### src/rtl/core/input_autorange_sampler_macros.svh
// Assertion macros shared by the sampler RTL.
// Each macro expects signals named clk and rst in the including scope.
`ifndef INPUT_AUTORANGE_SAMPLER_MACROS_SVH
`define INPUT_AUTORANGE_SAMPLER_MACROS_SVH

// Consequent must hold in the same cycle as the antecedent.
`define IAS_ASSERT_NOW(lbl, ante, cons, msg) \
  lbl: assert property (@(posedge clk) disable iff (rst) (ante) |-> (cons)) else $error(msg);

// Consequent must hold in the cycle after the antecedent.
`define IAS_ASSERT_NEXT(lbl, ante, cons, msg) \
  lbl: assert property (@(posedge clk) disable iff (rst) (ante) |=> (cons)) else $error(msg);

`endif

### src/rtl/core/ias_pkg.sv
// Shared types, constants and the range update function of the sampler.
// No dependencies; every sampler module imports this package.
package ias_pkg;

  localparam int PIN_CHANNELS   = 8;
  localparam int COUNT_CHANNELS = 4;
  localparam int CH_W           = 3;
  localparam int CNT_AW         = 2;
  localparam int TYPES_W        = 24;

  localparam logic [CH_W-1:0] LAST_CH = CH_W'(PIN_CHANNELS - 1);

  localparam logic [6:0] RESET_LIMIT = 7'd99;
  localparam logic [6:0] FREQ_LIMIT  = 7'd19;

  localparam logic [1:0] RANGE_X1 = 2'd0;
  localparam logic [1:0] RANGE_X2 = 2'd1;
  localparam logic [1:0] RANGE_X4 = 2'd2;
  localparam logic [1:0] RANGE_X8 = 2'd3;

  localparam logic [1:0] KIND_DISCRETE = 2'd0;
  localparam logic [1:0] KIND_COUNTER  = 2'd1;
  localparam logic [1:0] KIND_FREQ     = 2'd2;

  localparam logic [15:0] BAND_X2_LO = 16'd100;
  localparam logic [15:0] BAND_X4_LO = 16'd200;
  localparam logic [15:0] BAND_X8_LO = 16'd400;
  localparam logic [15:0] BAND_TOP   = 16'd800;
  localparam logic [15:0] X1_ENTER   = 16'd95;
  localparam logic [15:0] X2_ENTER_LO = 16'd105;
  localparam logic [15:0] X2_ENTER_HI = 16'd194;
  localparam logic [15:0] X4_ENTER_LO = 16'd210;
  localparam logic [15:0] X4_ENTER_HI = 16'd388;
  localparam logic [15:0] X8_ENTER_LO = 16'd420;
  localparam logic [15:0] X8_ENTER_HI = 16'd776;

  typedef enum logic [2:0] {
    TYPE_OFF, TYPE_DIRECT, TYPE_OPEN_DOWN, TYPE_OPEN_UP,
    TYPE_VOLTAGE, TYPE_CURRENT, TYPE_COUNTER, TYPE_FREQ
  } chan_type_t;

  typedef struct packed {
    logic [7:0]  pin_levels;
    logic [15:0] count_ch0;
    logic [15:0] count_ch1;
    logic [15:0] count_ch2;
    logic [15:0] count_ch3;
  } tick_item_t;

  typedef struct packed {
    logic [2:0]  channel;
    logic [1:0]  kind;
    logic [15:0] reading;
    logic        changed;
    logic [1:0]  range_code;
    logic        range_switched;
    logic        last;
  } result_item_t;

  typedef struct packed {
    logic [6:0] count;
    logic [6:0] limit;
    logic [1:0] range;
  } cnt_state_t;

  // One channel handed from the sequencer to the update stage.
  typedef struct packed {
    logic [CH_W-1:0] ch;
    chan_type_t      ctype;
    logic            pin;
    logic [15:0]     reading;
  } issue_t;

  typedef struct packed {
    logic [CH_W-1:0] ch;
    logic            sv_we;
    logic [15:0]     sv_data;
    logic            cs_we;
    cnt_state_t      cs_data;
  } mem_wr_t;

  // Candidate result from the update stage toward the result buffer.
  typedef struct packed {
    logic         valid;
    logic         emit;
    logic         eot;
    result_item_t item;
  } cand_t;

  function automatic logic [1:0] next_range(input logic [1:0] r, input logic [15:0] c);
    logic [1:0] n;
    n = r;
    if (c < BAND_X2_LO) begin
      if (r != RANGE_X1 && c < X1_ENTER) n = RANGE_X1;
    end else if (c < BAND_X4_LO) begin
      if (r != RANGE_X2 && c > X2_ENTER_LO && c < X2_ENTER_HI) n = RANGE_X2;
    end else if (c < BAND_X8_LO) begin
      if (r != RANGE_X4 && c > X4_ENTER_LO && c < X4_ENTER_HI) n = RANGE_X4;
    end else if (c < BAND_TOP) begin
      if (r != RANGE_X8 && c > X8_ENTER_LO && c < X8_ENTER_HI) n = RANGE_X8;
    end
    return n;
  endfunction

endpackage

### src/rtl/core/ias_state_mem.sv
// Channel state memories: stored values and counter state, registered read.
// Depends on ias_pkg.
module ias_state_mem
  import ias_pkg::*;
(
  input  logic            clk,
  input  logic            rst,
  input  logic            rd_en,
  input  logic [CH_W-1:0] rd_ch,
  input  mem_wr_t         wr,
  output logic [15:0]     sv_rdata,
  output cnt_state_t      cs_rdata
);

  logic [15:0]               sv_mem [PIN_CHANNELS];
  cnt_state_t                cs_mem [COUNT_CHANNELS];
  logic [PIN_CHANNELS-1:0]   sv_valid;
  logic [COUNT_CHANNELS-1:0] cs_valid;
  logic [15:0]               sv_q;
  cnt_state_t                cs_q;
  logic                      sv_rv;
  logic                      cs_rv;

  // Entries never written read back as their reset values.
  always_ff @(posedge clk) begin
    if (rst) begin
      sv_valid <= '0;
      cs_valid <= '0;
    end else begin
      if (wr.sv_we) sv_valid[wr.ch] <= 1'b1;
      if (wr.cs_we) cs_valid[wr.ch[CNT_AW-1:0]] <= 1'b1;
    end
  end

  always_ff @(posedge clk) begin
    if (wr.sv_we) sv_mem[wr.ch] <= wr.sv_data;
    if (wr.cs_we) cs_mem[wr.ch[CNT_AW-1:0]] <= wr.cs_data;
  end

  always_ff @(posedge clk) begin
    if (rd_en) begin
      sv_q  <= sv_mem[rd_ch];
      sv_rv <= sv_valid[rd_ch];
      cs_q  <= cs_mem[rd_ch[CNT_AW-1:0]];
      cs_rv <= cs_valid[rd_ch[CNT_AW-1:0]];
    end
  end

  assign sv_rdata = sv_rv ? sv_q : 16'd0;
  assign cs_rdata = cs_rv ? cs_q
                          : cnt_state_t'{count: 7'd0, limit: RESET_LIMIT, range: RANGE_X8};

endmodule

### src/rtl/core/ias_update.sv
// Update stage: holds the channel whose state is being read and computes
// its result and write-back. Depends on ias_pkg.
module ias_update
  import ias_pkg::*;
(
  input  logic       clk,
  input  logic       rst,
  input  logic       issue,
  input  issue_t     iss,
  input  logic [15:0] sv_rdata,
  input  cnt_state_t cs_rdata,
  input  logic       go,
  output logic       s1_free,
  output cand_t      cand,
  output mem_wr_t    wr
);

  logic       s1_valid;
  issue_t     s1;
  logic       is_disc;
  logic       is_cnt;
  logic       lvl;
  logic [7:0] cnt_p1;
  logic       expire;
  logic [1:0] r1;

  always_ff @(posedge clk) begin
    if (rst) begin
      s1_valid <= 1'b0;
    end else if (issue) begin
      s1_valid <= 1'b1;
    end else if (go) begin
      s1_valid <= 1'b0;
    end
  end

  always_ff @(posedge clk) begin
    if (issue) s1 <= iss;
  end

  assign s1_free = !s1_valid || go;

  always_comb begin
    is_disc = 1'b0;
    is_cnt  = 1'b0;
    case (s1.ctype) inside
      TYPE_DIRECT, TYPE_OPEN_DOWN, TYPE_OPEN_UP: is_disc = 1'b1;
      TYPE_COUNTER, TYPE_FREQ: is_cnt = (s1.ch < CH_W'(COUNT_CHANNELS));
      default: ;
    endcase
    lvl    = s1.pin ^ (s1.ctype == TYPE_OPEN_DOWN);
    cnt_p1 = {1'b0, cs_rdata.count} + 8'd1;
    expire = cnt_p1 > {1'b0, cs_rdata.limit};
    r1     = next_range(cs_rdata.range, s1.reading);

    cand.valid = s1_valid;
    cand.eot   = (s1.ch == LAST_CH);
    cand.emit  = is_disc || (is_cnt && expire);
    cand.item.channel = s1.ch;
    cand.item.last    = 1'b0;
    if (is_disc) begin
      cand.item.kind           = KIND_DISCRETE;
      cand.item.reading        = {15'd0, lvl};
      cand.item.range_code     = RANGE_X1;
      cand.item.range_switched = 1'b0;
    end else begin
      cand.item.kind           = (s1.ctype == TYPE_FREQ) ? KIND_FREQ : KIND_COUNTER;
      cand.item.reading        = s1.reading;
      cand.item.range_code     = r1;
      cand.item.range_switched = (r1 != cs_rdata.range);
    end
    cand.item.changed = (sv_rdata != cand.item.reading);

    wr.ch      = s1.ch;
    wr.sv_we   = go && cand.emit;
    wr.sv_data = cand.item.reading;
    wr.cs_we   = go && is_cnt;
    if (expire) begin
      wr.cs_data.count = 7'd0;
      wr.cs_data.limit = (s1.ctype == TYPE_FREQ) ? FREQ_LIMIT : cs_rdata.limit;
      wr.cs_data.range = r1;
    end else begin
      wr.cs_data.count = cnt_p1[6:0];
      wr.cs_data.limit = cs_rdata.limit;
      wr.cs_data.range = cs_rdata.range;
    end
  end

endmodule

### src/rtl/core/ias_result_buf.sv
// Result buffer: holds one result until the next one or the end of the tick
// tells whether it is the last, then drives the output register. Uses ias_pkg.
module ias_result_buf
  import ias_pkg::*;
(
  input  logic         clk,
  input  logic         rst,
  input  cand_t        cand,
  input  logic         result_stall,
  output logic         go,
  output logic         result_valid,
  output result_item_t result
);

  logic         h_valid;
  logic         h_done;
  result_item_t h_item;
  result_item_t h_out;
  logic         out_free;
  logic         push;

  assign out_free = !result_valid || !result_stall;
  assign push     = h_valid && out_free && (h_done || (cand.valid && cand.emit));
  assign go       = cand.valid && (!cand.emit || !h_valid || push);

  always_comb begin
    h_out      = h_item;
    h_out.last = h_done;
  end

  always_ff @(posedge clk) begin
    if (rst) begin
      h_valid      <= 1'b0;
      h_done       <= 1'b0;
      result_valid <= 1'b0;
    end else begin
      if (push) begin
        result_valid <= 1'b1;
      end else if (!result_stall) begin
        result_valid <= 1'b0;
      end
      if (go && cand.emit) begin
        h_valid <= 1'b1;
        h_done  <= cand.eot;
      end else if (push) begin
        h_valid <= 1'b0;
      end else if (go && cand.eot && h_valid) begin
        h_done <= 1'b1;
      end
    end
  end

  always_ff @(posedge clk) begin
    if (go && cand.emit) h_item <= cand.item;
    if (push) result <= h_out;
  end

endmodule

### src/rtl/core/input_autorange_sampler.sv
// Top level of the input sampler with counter autoranging.
// Depends on ias_pkg, ias_state_mem, ias_update, ias_result_buf and the macro header.
`include "input_autorange_sampler_macros.svh"

// Usage:
// The tick channel (tick_valid, tick_stall, tick) carries one transaction per
// slow tick: the eight pin levels and the four timer readings. The result
// channel (result_valid, result_stall, result) returns one transaction per
// discrete channel and each expired timer channel, in ascending channel order,
// with last set on the final one of the tick. A tick with no result returns nothing.
// The channel types register is written through cfg_we and cfg_data; the user must
// write it only while the block is idle, as the block does not enforce this.
// Each tick is walked channel by channel, one channel per cycle while the
// update stage has room, through the state memories; a new tick is taken in
// the same cycle as the last channel of the previous one. Each result passes
// through the memory read and update stage registers, the result buffer and
// the output register.
// Reset clears the types register and marks all channel state as at reset
// (interval count 0, limit 99, range x8, stored values 0); no clearing pass.
// A stalled result freezes the update stage once its buffer fills, which in
// turn holds the sequencer and raises tick_stall; nothing is dropped.
module input_autorange_sampler
  import ias_pkg::*;
(
  input  logic               clk,
  input  logic               rst,
  input  logic               tick_valid,
  output logic               tick_stall,
  input  tick_item_t         tick,
  output logic               result_valid,
  input  logic               result_stall,
  output result_item_t       result,
  input  logic               cfg_we,
  input  logic [TYPES_W-1:0] cfg_data
);

  logic [TYPES_W-1:0] channel_types;
  tick_item_t         tick_q;
  logic               t_busy;
  logic [CH_W-1:0]    ch;
  logic               issue;
  logic               s1_free;
  logic               go;
  issue_t             iss;
  mem_wr_t            wr;
  logic [15:0]        sv_rdata;
  cnt_state_t         cs_rdata;
  cand_t              cand;

  always_ff @(posedge clk) begin
    if (rst) begin
      channel_types <= '0;
    end else if (cfg_we) begin
      channel_types <= cfg_data;
    end
  end

  // The sequencer issues one channel read per cycle while the update stage
  // has room. A new tick is accepted when the sequencer is free or issuing
  // its last channel.
  assign issue      = t_busy && s1_free;
  assign tick_stall = t_busy && !(issue && ch == LAST_CH);

  always_ff @(posedge clk) begin
    if (rst) begin
      t_busy <= 1'b0;
      ch     <= '0;
    end else if (tick_valid && !tick_stall) begin
      t_busy <= 1'b1;
      ch     <= '0;
    end else if (issue) begin
      if (ch == LAST_CH) t_busy <= 1'b0;
      ch <= ch + CH_W'(1);
    end
  end

  always_ff @(posedge clk) begin
    if (tick_valid && !tick_stall) tick_q <= tick;
  end

  always_comb begin
    iss.ch    = ch;
    iss.ctype = chan_type_t'(channel_types[ch * 3 +: 3]);
    iss.pin   = tick_q.pin_levels[ch];
    case (ch[CNT_AW-1:0])
      2'd0:    iss.reading = tick_q.count_ch0;
      2'd1:    iss.reading = tick_q.count_ch1;
      2'd2:    iss.reading = tick_q.count_ch2;
      default: iss.reading = tick_q.count_ch3;
    endcase
  end

  ias_state_mem u_mem (
    .clk      (clk),
    .rst      (rst),
    .rd_en    (issue),
    .rd_ch    (ch),
    .wr       (wr),
    .sv_rdata (sv_rdata),
    .cs_rdata (cs_rdata)
  );

  ias_update u_upd (
    .clk      (clk),
    .rst      (rst),
    .issue    (issue),
    .iss      (iss),
    .sv_rdata (sv_rdata),
    .cs_rdata (cs_rdata),
    .go       (go),
    .s1_free  (s1_free),
    .cand     (cand),
    .wr       (wr)
  );

  ias_result_buf u_buf (
    .clk          (clk),
    .rst          (rst),
    .cand         (cand),
    .result_stall (result_stall),
    .go           (go),
    .result_valid (result_valid),
    .result       (result)
  );

  // A write-back never targets the entry being read in the same cycle, so
  // the memories need no forwarding path.
  `IAS_ASSERT_NOW(a_no_rw_clash, issue && (wr.sv_we || wr.cs_we), wr.ch != ch, "read and write hit the same channel")
  // Counter state exists only for channels with a timer.
  `IAS_ASSERT_NOW(a_cs_range, wr.cs_we, wr.ch < CH_W'(COUNT_CHANNELS), "counter state written for a channel without a timer")
  // The interval count never passes the largest limit.
  `IAS_ASSERT_NOW(a_count_bound, wr.cs_we, wr.cs_data.count <= RESET_LIMIT, "interval count beyond its limit")

endmodule
### config.mk
export PLATFORM = sky130hd
export DESIGN_NAME = input_autorange_sampler
export DESIGN_NICKNAME = d
export VERILOG_FILES = /design/src/rtl/core/ias_pkg.sv /design/src/rtl/core/ias_state_mem.sv /design/src/rtl/core/ias_update.sv /design/src/rtl/core/ias_result_buf.sv /design/src/rtl/core/input_autorange_sampler.sv
export VERILOG_INCLUDE_DIRS = /design/src /design/src/rtl/core
export SDC_FILE = /design/constraint.sdc
export NUM_CORES = 1
export LEC_CHECK = 0
export BUFFER_PORTS_ARGS = -buffer_cell sky130_fd_sc_hd__buf_2
export CORE_MARGIN = 2
export CORE_UTILIZATION = 35
export CTS_CLUSTER_DIAMETER = 30
export DETAILED_ROUTE_END_ITERATION = 7
export PLACE_DENSITY_LB_ADDON = 0.1
export SLEW_MARGIN = 25
export SYNTH_ARGS = -nofsm -noshare
export SYNTH_HDL_FRONTEND = slang
export SYNTH_SLANG_ARGS = --single-unit
export TNS_END_PERCENT = 20
### constraint.sdc
create_clock -name clk -period 6.1 [get_ports clk]
set_input_delay 0.305 -clock clk [delete_from_list [all_inputs] [get_ports clk]]
set_output_delay 0.305 -clock clk [all_outputs]
set_load 0.05 [all_outputs]
# Word-level counts from Yosys, hierarchy flattened
# Memory sizes are Yosys's and may differ from the RTL's. A register that Yosys moved wholly into a read port is not among the register bits.
# Cells that the tools add are included.
# word_totals
reg_bits,192
ram_bits,192
in_bits,101
output_inout_bits,28
elab_cells,168
mem_count,2
# classes
n_addsub,2
multipliers,1
n_lt_le_gt_ge,19
n_eq_ne,16
shifts,1
n_mux,44
bitwise_logic,3
n_reduce_logical,47
# memory_table
name,words,word_bits,read_ports,rd_clocked_by_memory_dff,wr,line_no,text
u_mem.sv_mem,8,16,1,1,1,ias_state_mem.sv:15,logic [15:0] sv_mem [PIN_CHANNELS];
u_mem.cs_mem,4,16,1,1,1,ias_state_mem.sv:16,cnt_state_t cs_mem [COUNT_CHANNELS];
# ops
operator,n
$mux W16,4
$pmux W16 S3,1
$lt A16 B10 Y1 const B,2
$lt A16 B7 Y1 const B,2
$lt A16 B8 Y1 const B,2
$lt A16 B9 Y1 const B,2
$mux W1,24
$shiftx A24 B6 Y3,1
$logic_and A1 B1 Y1,22
$mux W2,9
$gt A16 B7 Y1 const B,1
$gt A16 B8 Y1 const B,1
$gt A16 B9 Y1 const B,1
$ne A16 B16 Y1,1
$eq A3 B3 Y1 const B,4
$reduce_bool A2 Y1,6
$add A7 B1 Y8 const B,1
$gt A8 B7 Y1,1
$lt A3 B4 Y1 const B,2
$or A8 B8 Y8,1
$logic_not A1 Y1,7
$mux W7,1
$bmux W1 S3,2
$eq A3 B2 Y1 const B,2
22 further kinds,33

# Longest topological paths before layout
# Gate-level depths: netlist of the first run.
# depth
ltp_word,20
mapped_depth,13
depth_no_buf,12

# Cells and area by module
# Synthesis of the first run repeated with hierarchy kept, for this count alone.
# unflattened
hier_cells,964
area_unflattened_um2,16917.5
# modules_own_cells
mod,instances,cells_per_inst,area_each_um2
ias_state_mem,1,401,9064.9
input_autorange_sampler,1,245,3946.3
ias_update,1,246,2210.9
ias_result_buf,1,72,1695.4

# Worst setup path after synthesis of the first run
# No wires, ideal clock.
# synth_timing
kind,register to register
startpoint,register u_mem.cs_rv
endpoint,register u_mem.cs_q[0] (netlist name)
setup_ps,478
t_arrival_ps,5024
required_time_ps,5622
slack_ps,599
stages_incl_launch_ff,13
cell_sequence,edfxtp_1 clkbuf_1 and2_1 ha_1 nand2_1 xnor2_1 and2_1 ha_1 and3_1 and2_0 o31ai_1 a21oi_1 nor2b_1
# synth_via
elab_chain_cells,12
elab_cells_between_ends,14
# synth_rtl
item,line_no,text
start: declaration,ias_state_mem.sv:22,logic cs_rv;
start signal: assignment,ias_state_mem.sv:45,cs_rv <= cs_valid[rd_ch[CNT_AW-1:0]];
$mux W16 (*),ias_state_mem.sv:50,assign cs_rdata = cs_rv ? cs_q
$add A7 B1 Y8,ias_update.sv:52,"cnt_p1 = {1'b0, cs_rdata.count} + 8'd1;"
$gt A8 B7 Y1 (*),ias_update.sv:53,"expire = cnt_p1 > {1'b0, cs_rdata.limit};"
$logic_and A1 B1 Y1 (*),ias_update.sv:58,cand.emit = is_disc || (is_cnt && expire);
$logic_or A1 B1 Y1 (*),ias_update.sv:58,
$logic_and A1 B1 Y1,ias_result_buf.sv:23,assign push = h_valid && out_free && (h_done || (cand.valid && cand.emit));
$logic_or A1 B1 Y1,ias_result_buf.sv:23,
$logic_and A1 B1 Y1,ias_result_buf.sv:23,
$logic_or A1 B1 Y1 (*),ias_result_buf.sv:24,assign go = cand.valid && (!cand.emit || !h_valid || push);
$logic_and A1 B1 Y1 (*),ias_result_buf.sv:24,
$logic_or A1 B1 Y1 (*),ias_update.sv:41,assign s1_free = !s1_valid || go;
$logic_and A1 B1 Y1 (*),input_autorange_sampler.sv:61,assign issue = t_busy && s1_free;
via issue,input_autorange_sampler.sv:41,logic issue;
# The timed path passes the listed nets; every way through them passes the cells marked *.
# A chain may end at the register's enable or synchronous reset.

# Worst setup path after layout of the first run
# layout_timing
startpoint,register u_mem.cs_rv
endpoint,"register tick_q[59] (netlist name), enable pin"
# layout_via
elab_chain_cells,17
elab_cells_between_ends,19
# layout_rtl
item,line_no,text
$mux W16 (*),ias_state_mem.sv:50,
$add A7 B1 Y8,ias_update.sv:52,
$gt A8 B7 Y1 (*),ias_update.sv:53,
$logic_and A1 B1 Y1 (*),ias_update.sv:58,
$logic_or A1 B1 Y1 (*),ias_update.sv:58,
$logic_and A1 B1 Y1,ias_result_buf.sv:23,
$logic_or A1 B1 Y1,ias_result_buf.sv:23,
$logic_and A1 B1 Y1,ias_result_buf.sv:23,
$logic_or A1 B1 Y1 (*),ias_result_buf.sv:24,
$logic_and A1 B1 Y1 (*),ias_result_buf.sv:24,
$logic_or A1 B1 Y1 (*),ias_update.sv:41,
$logic_and A1 B1 Y1 (*),input_autorange_sampler.sv:61,
$logic_and A1 B1 Y1 (*),input_autorange_sampler.sv:62,assign tick_stall = t_busy && !(issue && ch == LAST_CH);
$logic_not A1 Y1 (*),input_autorange_sampler.sv:62,
$logic_and A1 B1 Y1 (*),input_autorange_sampler.sv:62,
$logic_not A1 Y1 (*),input_autorange_sampler.sv:78,if (tick_valid && !tick_stall) tick_q <= tick;
$logic_and A1 B1 Y1 (*),input_autorange_sampler.sv:78,
end signal: assignment,input_autorange_sampler.sv:78,
end: declaration,input_autorange_sampler.sv:38,tick_item_t tick_q;
# Mark *: on every way between the ends. The rest lies on a longest branch, timed or not.

==> results of run 1 <==
-- kinds of logic (layout without fill, tap and decap cells) --
group | count (synthesis) | in the layout | share of synthesized area
AOI/OAI and AO/OA | 118 | 118 | 0.0493
xor gates and xnor gates | 13 | 13 | 0.00694
adders and majority gates | 13 | 13 | 0.00991
buffers and inverters | 89 | 465 | 0.0220
DFF | 416 | 416 | 0.734
muxes | 121 | 121 | 0.120
and+or+nand+nor | 176 | 176 | 0.0572
-- sequential cells by signal (all words and copies together), names as in the netlist, 3 cells and up --
name            count
channel_types      24
u_upd.cand          3
u_mem.cs_valid      4
u_mem.sv_q         16
u_mem.cs_q         16
u_mem.sv_valid      8
u_buf.result       26
tick_q             72
ch                  3
u_mem.sv_mem      128
u_upd.s1           20
u_mem.cs_mem       64
u_buf.h_item       25
-- power by group --
| group | internal, W | leakage (nW) | total (W) | switching [W] |
|---|---|---|---|---|
| registers | 0.00322 | 3.80 | 0.00328 | 0.0000662 |
| clock network | 0.00372 | 1.65 | 0.00538 | 0.00167 |
| logic | 0.000184 | 2.48 | 0.000393 | 0.000208 |
-- through the flow --
step           instance area [um^2]  cells
2_1_floorplan                 16400    946
3_3_place_gp                  17700   1647
3_5_place_dp                  17800   1648
4_1_cts                       22200   1929
5_1_grt                       22200   1929
6_report                      22200   1929
-- layer usage --
layer / routed length, um / vias up / track usage / share of wire
met2: 18200 / 277 / 0.264 / 0.47
met5: 0 / - / 0 / 0
met4: 726 / 0 / 0.0611 / 0.019
li1: - / 4356 / - / -
met3: 2080 / 55 / 0.0407 / 0.053
met1: 18100 / 4662 / 0.227 / 0.46
-- layout make-up --
type                            instances  area (um^2)
Inverter                               45          169
Clock buffer                          112         2540
Sequential cell                       416        12100
Tap cell                              607          759
Clock inverter                         72          928
Multi-Input combinational cell        441         4040
Fill cell                            3956        24200
Timing Repair Buffer                  236         1730
-- worst register-to-register path, stage by stage, from the launching register on --
cell,delay (ns)
edfxtp_1,0.63
and2_1,0.27
ha_1,0.23
nand2_1,0.08
xnor2_1,0.12
and2_1,0.17
ha_1,0.34
and3_1,0.22
and2_0,0.16
o31ai_1,0.40
a21oi_1,0.26
o21ai_0,0.34
and2_2,0.20
buf_4,0.68
-- worst min path at each step --
stage	start	end	slack [ns]	cells past startpoint
floorplan	u_buf.h_item[10]$_DFFE_PP_	u_buf.result[10]$_DFFE_PP_	0.40	0
global placement	u_buf.h_item[2]$_SDFFCE_PP0P_	u_buf.result[2]$_DFFE_PP_	0.40	0
detailed placement	u_buf.h_item[17]$_DFFE_PP_	u_buf.result[17]$_DFFE_PP_	0.40	0
CTS	result_stall	u_buf.result_valid$_SDFFE_PP0P_	0.02	3
global route	result_stall	u_buf.result_valid$_SDFFE_PP0P_	0.07	3
finish	result_stall	u_buf.result_valid$_SDFFE_PP0P_	0.05	3
-- repair_timing --
item / CTS / global route
setup buffers: 0 / 0
hold buffers: 97 / 0
endpoints found under the hold margin: 97 / 0
-- placed cells by master (no fill, tap or decap), types with 7 or more instances in the layout --
cell           netlist  final
edfxtp_1           372    372
buf_2                9    128
clkbuf_16            0     99
dlygate4sd3_1        0     97
mux4_2              59     59
nor2_1              57     55
inv_1               45     45
mux2i_1             41     41
dfxtp_1             44     41
nand2_1             30     30
o21ai_0             30     29
a21oi_1             28     27
and2_1              27     26
mux2_2              21     21
bufinv_16            0     17
a222oi_1            16     16
clkinvlp_4           0     15
ha_1                13     13
clkinv_2             0     13
inv_6                0     12
clkbuf_1            27     12
xnor2_1             10     10
a31oi_1              9      9
buf_4                0      9
clkinv_4             0      8
nand2b_1             7      7
==> flow_summary.ini, run 1 <==
[drt]
vias = 9350
finalWirelength_mm = 39.1
drc_errors = 0
dr.pass1.iters = 5
viasPerCell = 4.85
detail_route.wl_per_cell_um = 20.3
drtIter0Drc = 613
final_antenna_net_count = 0

[logic_synthesis]
yosys.area.top_type = edfxtp_1
synth.most_common_cell = edfxtp_1
yosysWarnings = 0
async_flop_share = 0
synth-main-ff-cell = edfxtp_1
synth_top_area_frac = 0.681
synth_area_um2 = 16400
ys_seq_area_frac = 0.734
synth_edf_count = 372
synth_common_cells = edfxtp_1, mux4_2, nor2_1, inv_1, dfxtp_1
synth.distinct_cells = 63
synthCells = 946
synthTopCellsByArea = edfxtp_1, mux4_2, dfxtp_1
synth_seq_cells = 416
avgSynthCellArea_um2 = 17.4
synth_nets = 1060

[worst_setup_path]
slowest_delay_ns = 0.68
crit_end = tick_q[59]$_DFFE_PP_
cp.depth = 13
cp_slowest_cell = buf_4
critical_path.max_fanout = 72
critPathBufInv = 1
startpoint = u_mem.cs_rv$_DFFE_PP_
ff2ff_path_depth = 13
r2r-start = u_mem.cs_rv$_DFFE_PP_
cpLargestDelayFamily = simple AND/OR/NAND/NOR gates
worstSetupStartpointType = flip-flop
r2r_end = tick_q[59]$_DFFE_PP_
critPathKind = flip-flop to flip-flop
path_cells = and2_1 > ha_1 > nand2_1 > xnor2_1 > and2_1 > ha_1 > and3_1 > and2_0 > o31ai_1 > a21oi_1 > o21ai_0 > and2_2 > buf_4
r2r_slack_ns = 1.56
crit_arrival_ns = 4.76
endpoint_kind = flip-flop
cp.required_ns = 6.32

[power]
power_leakage_nw = 7.92
p_total_w = 0.00906
p_per_area_nw_per_um2 = 408
irDropWorstVdd_uv = 316

[run_status]
outcome = finished, final reports clean

[placed_design]
dpl_worst_slack_ns = 1.54
gp_congestion = 0.749
hpwl_mm = 23.6
io_buffer_count = 128

[timing]
max_freq_ghz = 0.220
finalMaxSlewViolations = 0
fin_tns_setup_ns = 0
final-hold-violation-count = 0
fin_crit_ns = 4.54
finalWorstSetupSlack_ns = 1.56
max_slew.worst_pin.slew_ns = 0.991
whs_ns = 0.0452
finalSetupViolations = 0
rsz0062_at_grt = false
fin_worst_skew_ns = 0.0297
timing.slew.headroom = 0.338
fin_crit_sh = 0.745

[global_routing]
grt-ovfl-total = 0
grt_use_total = 0.168
grt_pass1_wl_mm = 60.3
grt_pass1_vias = 10000
grt_max_degree = 73
antenna_found_initial = 0

[layout]
drive_gt1_frac = 0.306
nets = 1351
synthToLayoutAreaGrowth_pct = 35.4
antenna_cells = 0
final_util = 0.478

[clock_network]
cts_root_buf = clkbuf_16
tritoncts = done
cts-buffers-inserted = 97
clock-sinks = 416
htreeDepth = 3
clkTransAtPathRegs_ns = 0.05
cts_resized = 0
cts_buffer_depth = 3
clk-insertion-delay-late_ns = 0.62

[floorplan]
die_area_um2 = 48600
coreArea_um2 = 46500
start_util = 0.353
die_height_um = 221
rows = 79
io_pins = 129
fp.dieW_um = 221

[flow_run]
maxCapViolCount = 0

[hold_path]
min_path_type = primary input to flip-flop
No activity file was read; power rests on OpenSTA's default activity.
==> inputs of run 2 (changes only) <==
Settings changed: ABC_AREA set to 1.
Clock period 6.1 ns to 4 ns, I/O delays scaled along.
==> run 2 against run 1 <==
Compared with the run above:
- worst setup slack worse by 1.2 ns
- register-to-register slack got worse by 1.0 ns
- die area is essentially flat
- final cell count up 22%
- via count is 21% higher
- combinational power is 80% higher
- count of clock-buffer cells in the layout did not move
- largest cell class unchanged
- largest power group unchanged
- highest routed layer unchanged
==> flow_summary.ini, run 2 <==
[layout]
drive_gt1_frac = 0.201
fillers = 4153
final_cell_mix = edfxtp_1, nor2_1, o21ai_0, buf_2, nand2_1
largest_reg_flops = 128
antenna_cells = 0
fin_cells = 2346
final_util = 0.481
nets = 1769
top_register = u_mem.sv_mem
synthToLayoutAreaGrowth_pct = 36.2
layout_commonest_cell = edfxtp_1

[power]
power_leakage_nw = 8.48
p_per_area_nw_per_um2 = 615
irDropWorstVdd_uv = 316

[timing]
finalWorstSetupSlack_ns = 0.323
rsz0062_at_grt = false
max_freq_ghz = 0.272
fin_worst_skew_ns = 0.0233
timing.slew.headroom = 0.488
fin_tns_setup_ns = 0
final-hold-violation-count = 0
whs_ns = 0.112
finalMaxSlewViolations = 0
finalSetupViolations = 0
fin_crit_ns = 3.68
max_slew.worst_pin.slew_ns = 0.767
fin_crit_sh = 0.919

[floorplan]
rows = 79
io_pins = 129
die_height_um = 221
start_util = 0.353
coreArea_um2 = 46500
fp.dieW_um = 221
die_area_um2 = 48600

[logic_synthesis]
synth_edf_count = 372
synth_top_area_frac = 0.681
avgSynthCellArea_um2 = 12.1
synth_area_um2 = 16400
synth-main-ff-cell = edfxtp_1
yosysWarnings = 0
synth_seq_cells = 416
async_flop_share = 0
synthCells = 1354
synthTopCellsByArea = edfxtp_1, nor2_1, dfxtp_1
synth_nets = 1468
synth.most_common_cell = edfxtp_1
ys_seq_area_frac = 0.734
yosys.area.top_type = edfxtp_1
synth.distinct_cells = 34
synth_common_cells = edfxtp_1, nor2_1, o21ai_0, nand2_1, inv_1

[placed_design]
hpwl_mm = 30.2
io_buffer_count = 128
dp.cells = 2063
dpl_worst_slack_ns = 0.448
gp_congestion = 0.917

[worst_setup_path]
ff2ff_path_depth = 24
worstSetupStartpointType = flip-flop
cp_slowest_cell = edfxtp_1
critPathBufInv = 5
path_common_cell = nand2_1
crit_arrival_ns = 3.48
cp.required_ns = 3.80
endpoint_kind = output pin
cpLargestDelayFamily = simple AND/OR/NAND/NOR gates
path_cells = nand2_1 > inv_2 > ha_4 > inv_2 > nor3_4 > nand3_1 > o21a_1 > ha_1 > nand3_1 > inv_1 > nand2_1 > nor2_1 > o21ai_1 > nand3_1 > nand2_1 > nand2_2 > nand2_1 > nand2_4 > nand3_4 > nand2_1 > nand2_2 > inv_2 > buf_6
r2r_end = tick_q[56]$_DFFE_PP_
r2r-start = u_mem.cs_rv$_DFFE_PP_
slowest_delay_ns = 0.40
critical_path.max_fanout = 6
critPathKind = flip-flop to output pin
r2r_slack_ns = 0.51

[clock_network]
cts_root_buf = clkbuf_16
clkTransAtPathRegs_ns = 0.04
clk-insertion-delay-late_ns = 0.63
cts_buffer_depth = 3
clock-sinks = 416
cts_setup_buffers = 0
cts-buffers-inserted = 96
htreeDepth = 3
tritoncts = done

[drt]
met1Wirelength_mm = 20.4
detail_route.wl_per_cell_um = 20.0
final_antenna_net_count = 0
viasPerCell = 4.83
wl_met3_mm = 2.04
drc_errors = 0
wl_met2_mm = 23.3
finalWirelength_mm = 46.8
dr.max_layer_used = met4
dr.pass1.iters = 5
vias = 11300
drtIter0Drc = 864

[hold_path]
holdPathEnd = channel_types[6]$_SDFFE_PP0P_
min_path_type = primary input to flip-flop
whs_path_depth = 3
hp-start = cfg_we

[global_routing]
grt_use_total = 0.198
grt-ovfl-total = 0
grt_pass1_wl_mm = 70.4
antenna_found_initial = 0
grt_max_degree = 95
grt_pass1_vias = 11600

[run_status]
outcome = finished, final reports clean

[flow_run]
maxCapViolCount = 0
run 2: changes by cell type after synthesis, moves of 27 or more:
cell	delta
clkbuf_1	+31
o22ai_1	+34
and2_1	-27
nor2_1	+225
nand2_1	+96
mux4_2	-59
o21ai_0	+131
inv_1	+38
mux2i_1	-41
run 2: timing repair:
item,CTS,global route
hold endpoints to repair,110,0
setup endpoints to repair,0,1
hold buffers,101,0
resized for setup,0,5
run 2: per-stage QoR:
step	area, um^2	total power, W
after floorplan	16500	0.00537
after CTS	22300	0.0139
final	22400	0.0138
after global routing	22400	0.0142
after detailed placement	17900	0.00569
after global placement	17900	0.00569
run 2: kinds of logic (layout without fill, tap and decap cells):
group           count (synthesis)  after routing  synth area share
simple gates                  459            459             0.111
flops                         416            416             0.734
compound gates                294            294             0.100
buf+inv                       154            539            0.0353
xor+xnor                       18             18           0.00961
fa+ha+maj                      13             13           0.00991
run 2: layout make-up:
class | instances | area (um^2) | area share
Multi-Input combinational cell | 784 | 3820 | 0.171
Tap cell | 607 | 759 | 0.0340
Inverter | 89 | 339 | 0.0152
Clock inverter | 70 | 867 | 0.0388
Timing Repair Buffer | 268 | 1990 | 0.0889
Clock buffer | 112 | 2520 | 0.113
Sequential cell | 416 | 12100 | 0.539
run 2: worst max-delay path by stage:
stage	start	to	slack (ns)	depth (start not counted)
floorplan	u_mem.cs_rv$_DFFE_PP_	tick_q[0]$_DFFE_PP_	-0.09	24
global placement	u_mem.cs_rv$_DFFE_PP_	tick_q[25]$_DFFE_PP_	0.49	24
detailed placement	u_mem.cs_rv$_DFFE_PP_	tick_q[25]$_DFFE_PP_	0.45	24
CTS	u_mem.cs_rv$_DFFE_PP_	tick_stall	0.08	23
global route	u_mem.cs_rv$_DFFE_PP_	tick_stall	0.01	23
finish	u_mem.cs_rv$_DFFE_PP_	tick_stall	0.32	23
run 2: worst register-to-register path: cells and delay by family, from the launching register on:
kind            cells  cell delay [ns]
buf+inv             5             0.58
fa+ha+maj           2             0.40
flops               1             0.40
simple gates       15             1.45
compound gates      2             0.30
run 2: power by group:
| part | leakage (nW) | internal, W | total (W) | switching (W) |
|---|---|---|---|---|
| sequential | 3.80 | 0.00491 | 0.00497 | 0.0000621 |
| combinational | 3.06 | 0.000246 | 0.000709 | 0.000463 |
| clock | 1.62 | 0.00560 | 0.00807 | 0.00247 |
| total | 8.48 | 0.0108 | 0.0137 | 0.00300 |
run 2: layer usage:
metal,vias to the layer above,global-route usage
li1,5438,-
met1,5498,0.250
met2,314,0.335
met3,74,0.0399
met4,0,0.0742
met5,-,0
==> inputs of run 3 (changes only) <==
--- a/config.mk
+++ b/config.mk
@@ -14,2 +14,3 @@
 export DETAILED_ROUTE_END_ITERATION = 7
+export GPL_ROUTABILITY_DRIVEN = 0
 export PLACE_DENSITY_LB_ADDON = 0.1
==> constraint.sdc (replaced) <==
create_clock -name clk -period 4.3 [get_ports clk]
set_input_delay 0.43 -clock clk [delete_from_list [all_inputs] [get_ports clk]]
set_output_delay 0.43 -clock clk [all_outputs]
set_load 0.05 [all_outputs]
==> run 3 against run 2 <==
Compared with the run above:
- clock skew increased by 0.0021 ns
- cell area decreased by 2.2%
- hold slack got worse by 0.061 ns
- routed wire length decreased by 10%
- non-clock buffer count decreased by 24
- sequential power decreased by 7.0%
- worst setup slack improved by 0.026 ns
- global-route usage decreased by 2.0 points
- die area unchanged
==> flow_summary.ini, run 3 (synthesis results as in run 2) <==
[clock_network]
clock-sinks = 416
cts_buffer_depth = 3
cts_root_buf = clkbuf_16
tritoncts = done
clkTransAtPathRegs_ns = 0.05
cts_setup_buffers = 0
clk-insertion-delay-late_ns = 0.62
cts-buffers-inserted = 93
htreeDepth = 3

[layout]
fin_cells = 2312
top_register = u_mem.sv_mem
fillers = 4230
nets = 1742
fin_area_um2 = 21900
drive_gt1_frac = 0.198
largest_reg_flops = 128
multi_input_area_um2 = 3800
final_util = 0.471
synthToLayoutAreaGrowth_pct = 33.2
antenna_cells = 0
layout_commonest_cell = edfxtp_1
final_cell_mix = edfxtp_1, nor2_1, o21ai_0, buf_2, nand2_1
final-seq-area_um2 = 12100

[drt]
detail_route.wl_per_cell_um = 18.2
viasPerCell = 4.81
drtIter0Drc = 716
vias = 11100
finalWirelength_mm = 42.1
drc_errors = 0
dr.pass1.iters = 6
final_antenna_net_count = 0

[timing]
fin_tns_setup_ns = 0
max_slew.worst_pin.slew_ns = 0.973
finalSetupViolations = 0
max_freq_ghz = 0.253
fin_worst_skew_ns = 0.0254
finalWorstSetupSlack_ns = 0.349
fin_crit_sh = 0.919
fin_crit_ns = 3.95
timing.slew.headroom = 0.351
finalMaxSlewViolations = 0
final-hold-violation-count = 0

[global_routing]
antenna_found_initial = 0
grt_pass1_vias = 11200
grt_pass1_wl_mm = 64.4
grt-ovfl-total = 0
grt_use_total = 0.177
grt_max_degree = 108

[worst_setup_path]
critPathKind = flip-flop to output pin
ff2ff_path_depth = 24
path_common_cell = nand2_1
startpoint = u_mem.cs_rv$_DFFE_PP_
r2r_end = tick_q[70]$_DFFE_PP_
crit_end = tick_stall
cp.depth = 23
critical_path.max_fanout = 6
cp.required_ns = 3.87
cpLargestDelayFamily = simple AND/OR/NAND/NOR gates
slowest_delay_ns = 0.36
critPathBufInv = 5
endpoint_kind = output pin
r2r-start = u_mem.cs_rv$_DFFE_PP_
crit_arrival_ns = 3.52
r2r_slack_ns = 0.47
cp_slowest_cell = edfxtp_1
path_cells = nand2_1 > inv_1 > ha_1 > inv_1 > nor3_4 > nand3_1 > o21a_1 > ha_1 > nand3_1 > inv_1 > nand2_1 > nor2_1 > o21ai_1 > nand3_1 > nand2_1 > nand2_2 > nand2_1 > nand2_4 > nand3_4 > nand2_1 > nand2_1 > inv_2 > buf_8
worstSetupStartpointType = flip-flop

[power]
irDropWorstVdd_uv = 328
p_per_area_nw_per_um2 = 557
power_leakage_nw = 8.28

[floorplan]
fp.dieW_um = 221
die_height_um = 221
io_pins = 129
coreArea_um2 = 46500
rows = 79
start_util = 0.353
die_area_um2 = 48600

[placed_design]
dp.cells = 2068
dpl_worst_slack_ns = 0.289
io_buffer_count = 128
place_area_um2 = 18000
hpwl_mm = 26.8

[hold_path]
min_path_type = primary input to flip-flop

[run_status]
outcome = finished, final reports clean

[flow_run]
maxCapViolCount = 0
==> run 3: changes by cell type in the layout (fill, tap and decap cells not counted), moves of 2 or more <==
cell           delta
dlygate4sd3_1    -29
bufinv_16         -6
inv_1             +5
inv_2             -5
buf_4             +3
clkinv_1          -3
nand2_1           +3
nand2_2           -3
buf_12            +2
clkinv_2          +2
==> run 3: cell type report <==
| class | count | area share |
|---|---|---|
| clock inverters | 61 | 0.0298 |
| multi-input cells | 784 | 0.174 |
| repair buffers | 244 | 0.0807 |
| flip-flops and latches | 416 | 0.551 |
| well taps | 607 | 0.0347 |
| inverters | 89 | 0.0155 |
| clock buffers | 111 | 0.114 |
==> run 3: repair_timing <==
item | in CTS | in global routing
gates resized for setup | 0 | 8
setup endpoints to repair | 0 | 63
hold endpoints to repair | 72 | 0
hold buffers | 72 | 0
==> run 3: per-layer routing <==
metal	part of all wire	vias to the layer above	track usage
li1	-	5387	-
met1	0.46	5355	0.238
met2	0.47	287	0.283
met3	0.048	84	0.0407
met4	0.023	0	0.0607
met5	0	-	0
==> run 3: how the worst min path moves through the flow <==
stage	start	end	slack, ns	cells past startpoint
after global placement	u_buf.h_item[4]$_DFFE_PP_	u_buf.result[4]$_DFFE_PP_	0.40	0
after floorplan	u_buf.h_item[10]$_DFFE_PP_	u_buf.result[10]$_DFFE_PP_	0.40	0
after detailed placement	u_buf.h_item[17]$_DFFE_PP_	u_buf.result[17]$_DFFE_PP_	0.41	0
after CTS	cfg_data[17]	channel_types[17]$_SDFFE_PP0P_	0.02	3
after global routing	cfg_data[8]	channel_types[8]$_SDFFE_PP0P_	0.04	3
final	cfg_data[8]	channel_types[8]$_SDFFE_PP0P_	0.05	3
==> run 3: tightest hold or removal path, cell delays in order <==
cell,delay (ns)
buf_2,0.08
nor2_1,0.04
nor2_1,0.08
==> run 3: where the power goes <==
group	switching, W	leakage, nW	internal [W]
clock network	0.00220	1.51	0.00476
logic	0.000386	2.98	0.000219
registers	0.0000560	3.80	0.00457
==> run 3: metrics by stage <==
step                      total power, W  hold WS, ns
after global placement           0.00525        0.402
after global routing              0.0126       0.0408
after detailed placement         0.00525        0.406
final                             0.0122       0.0509
after CTS                         0.0123       0.0239
after floorplan                  0.00499        0.400
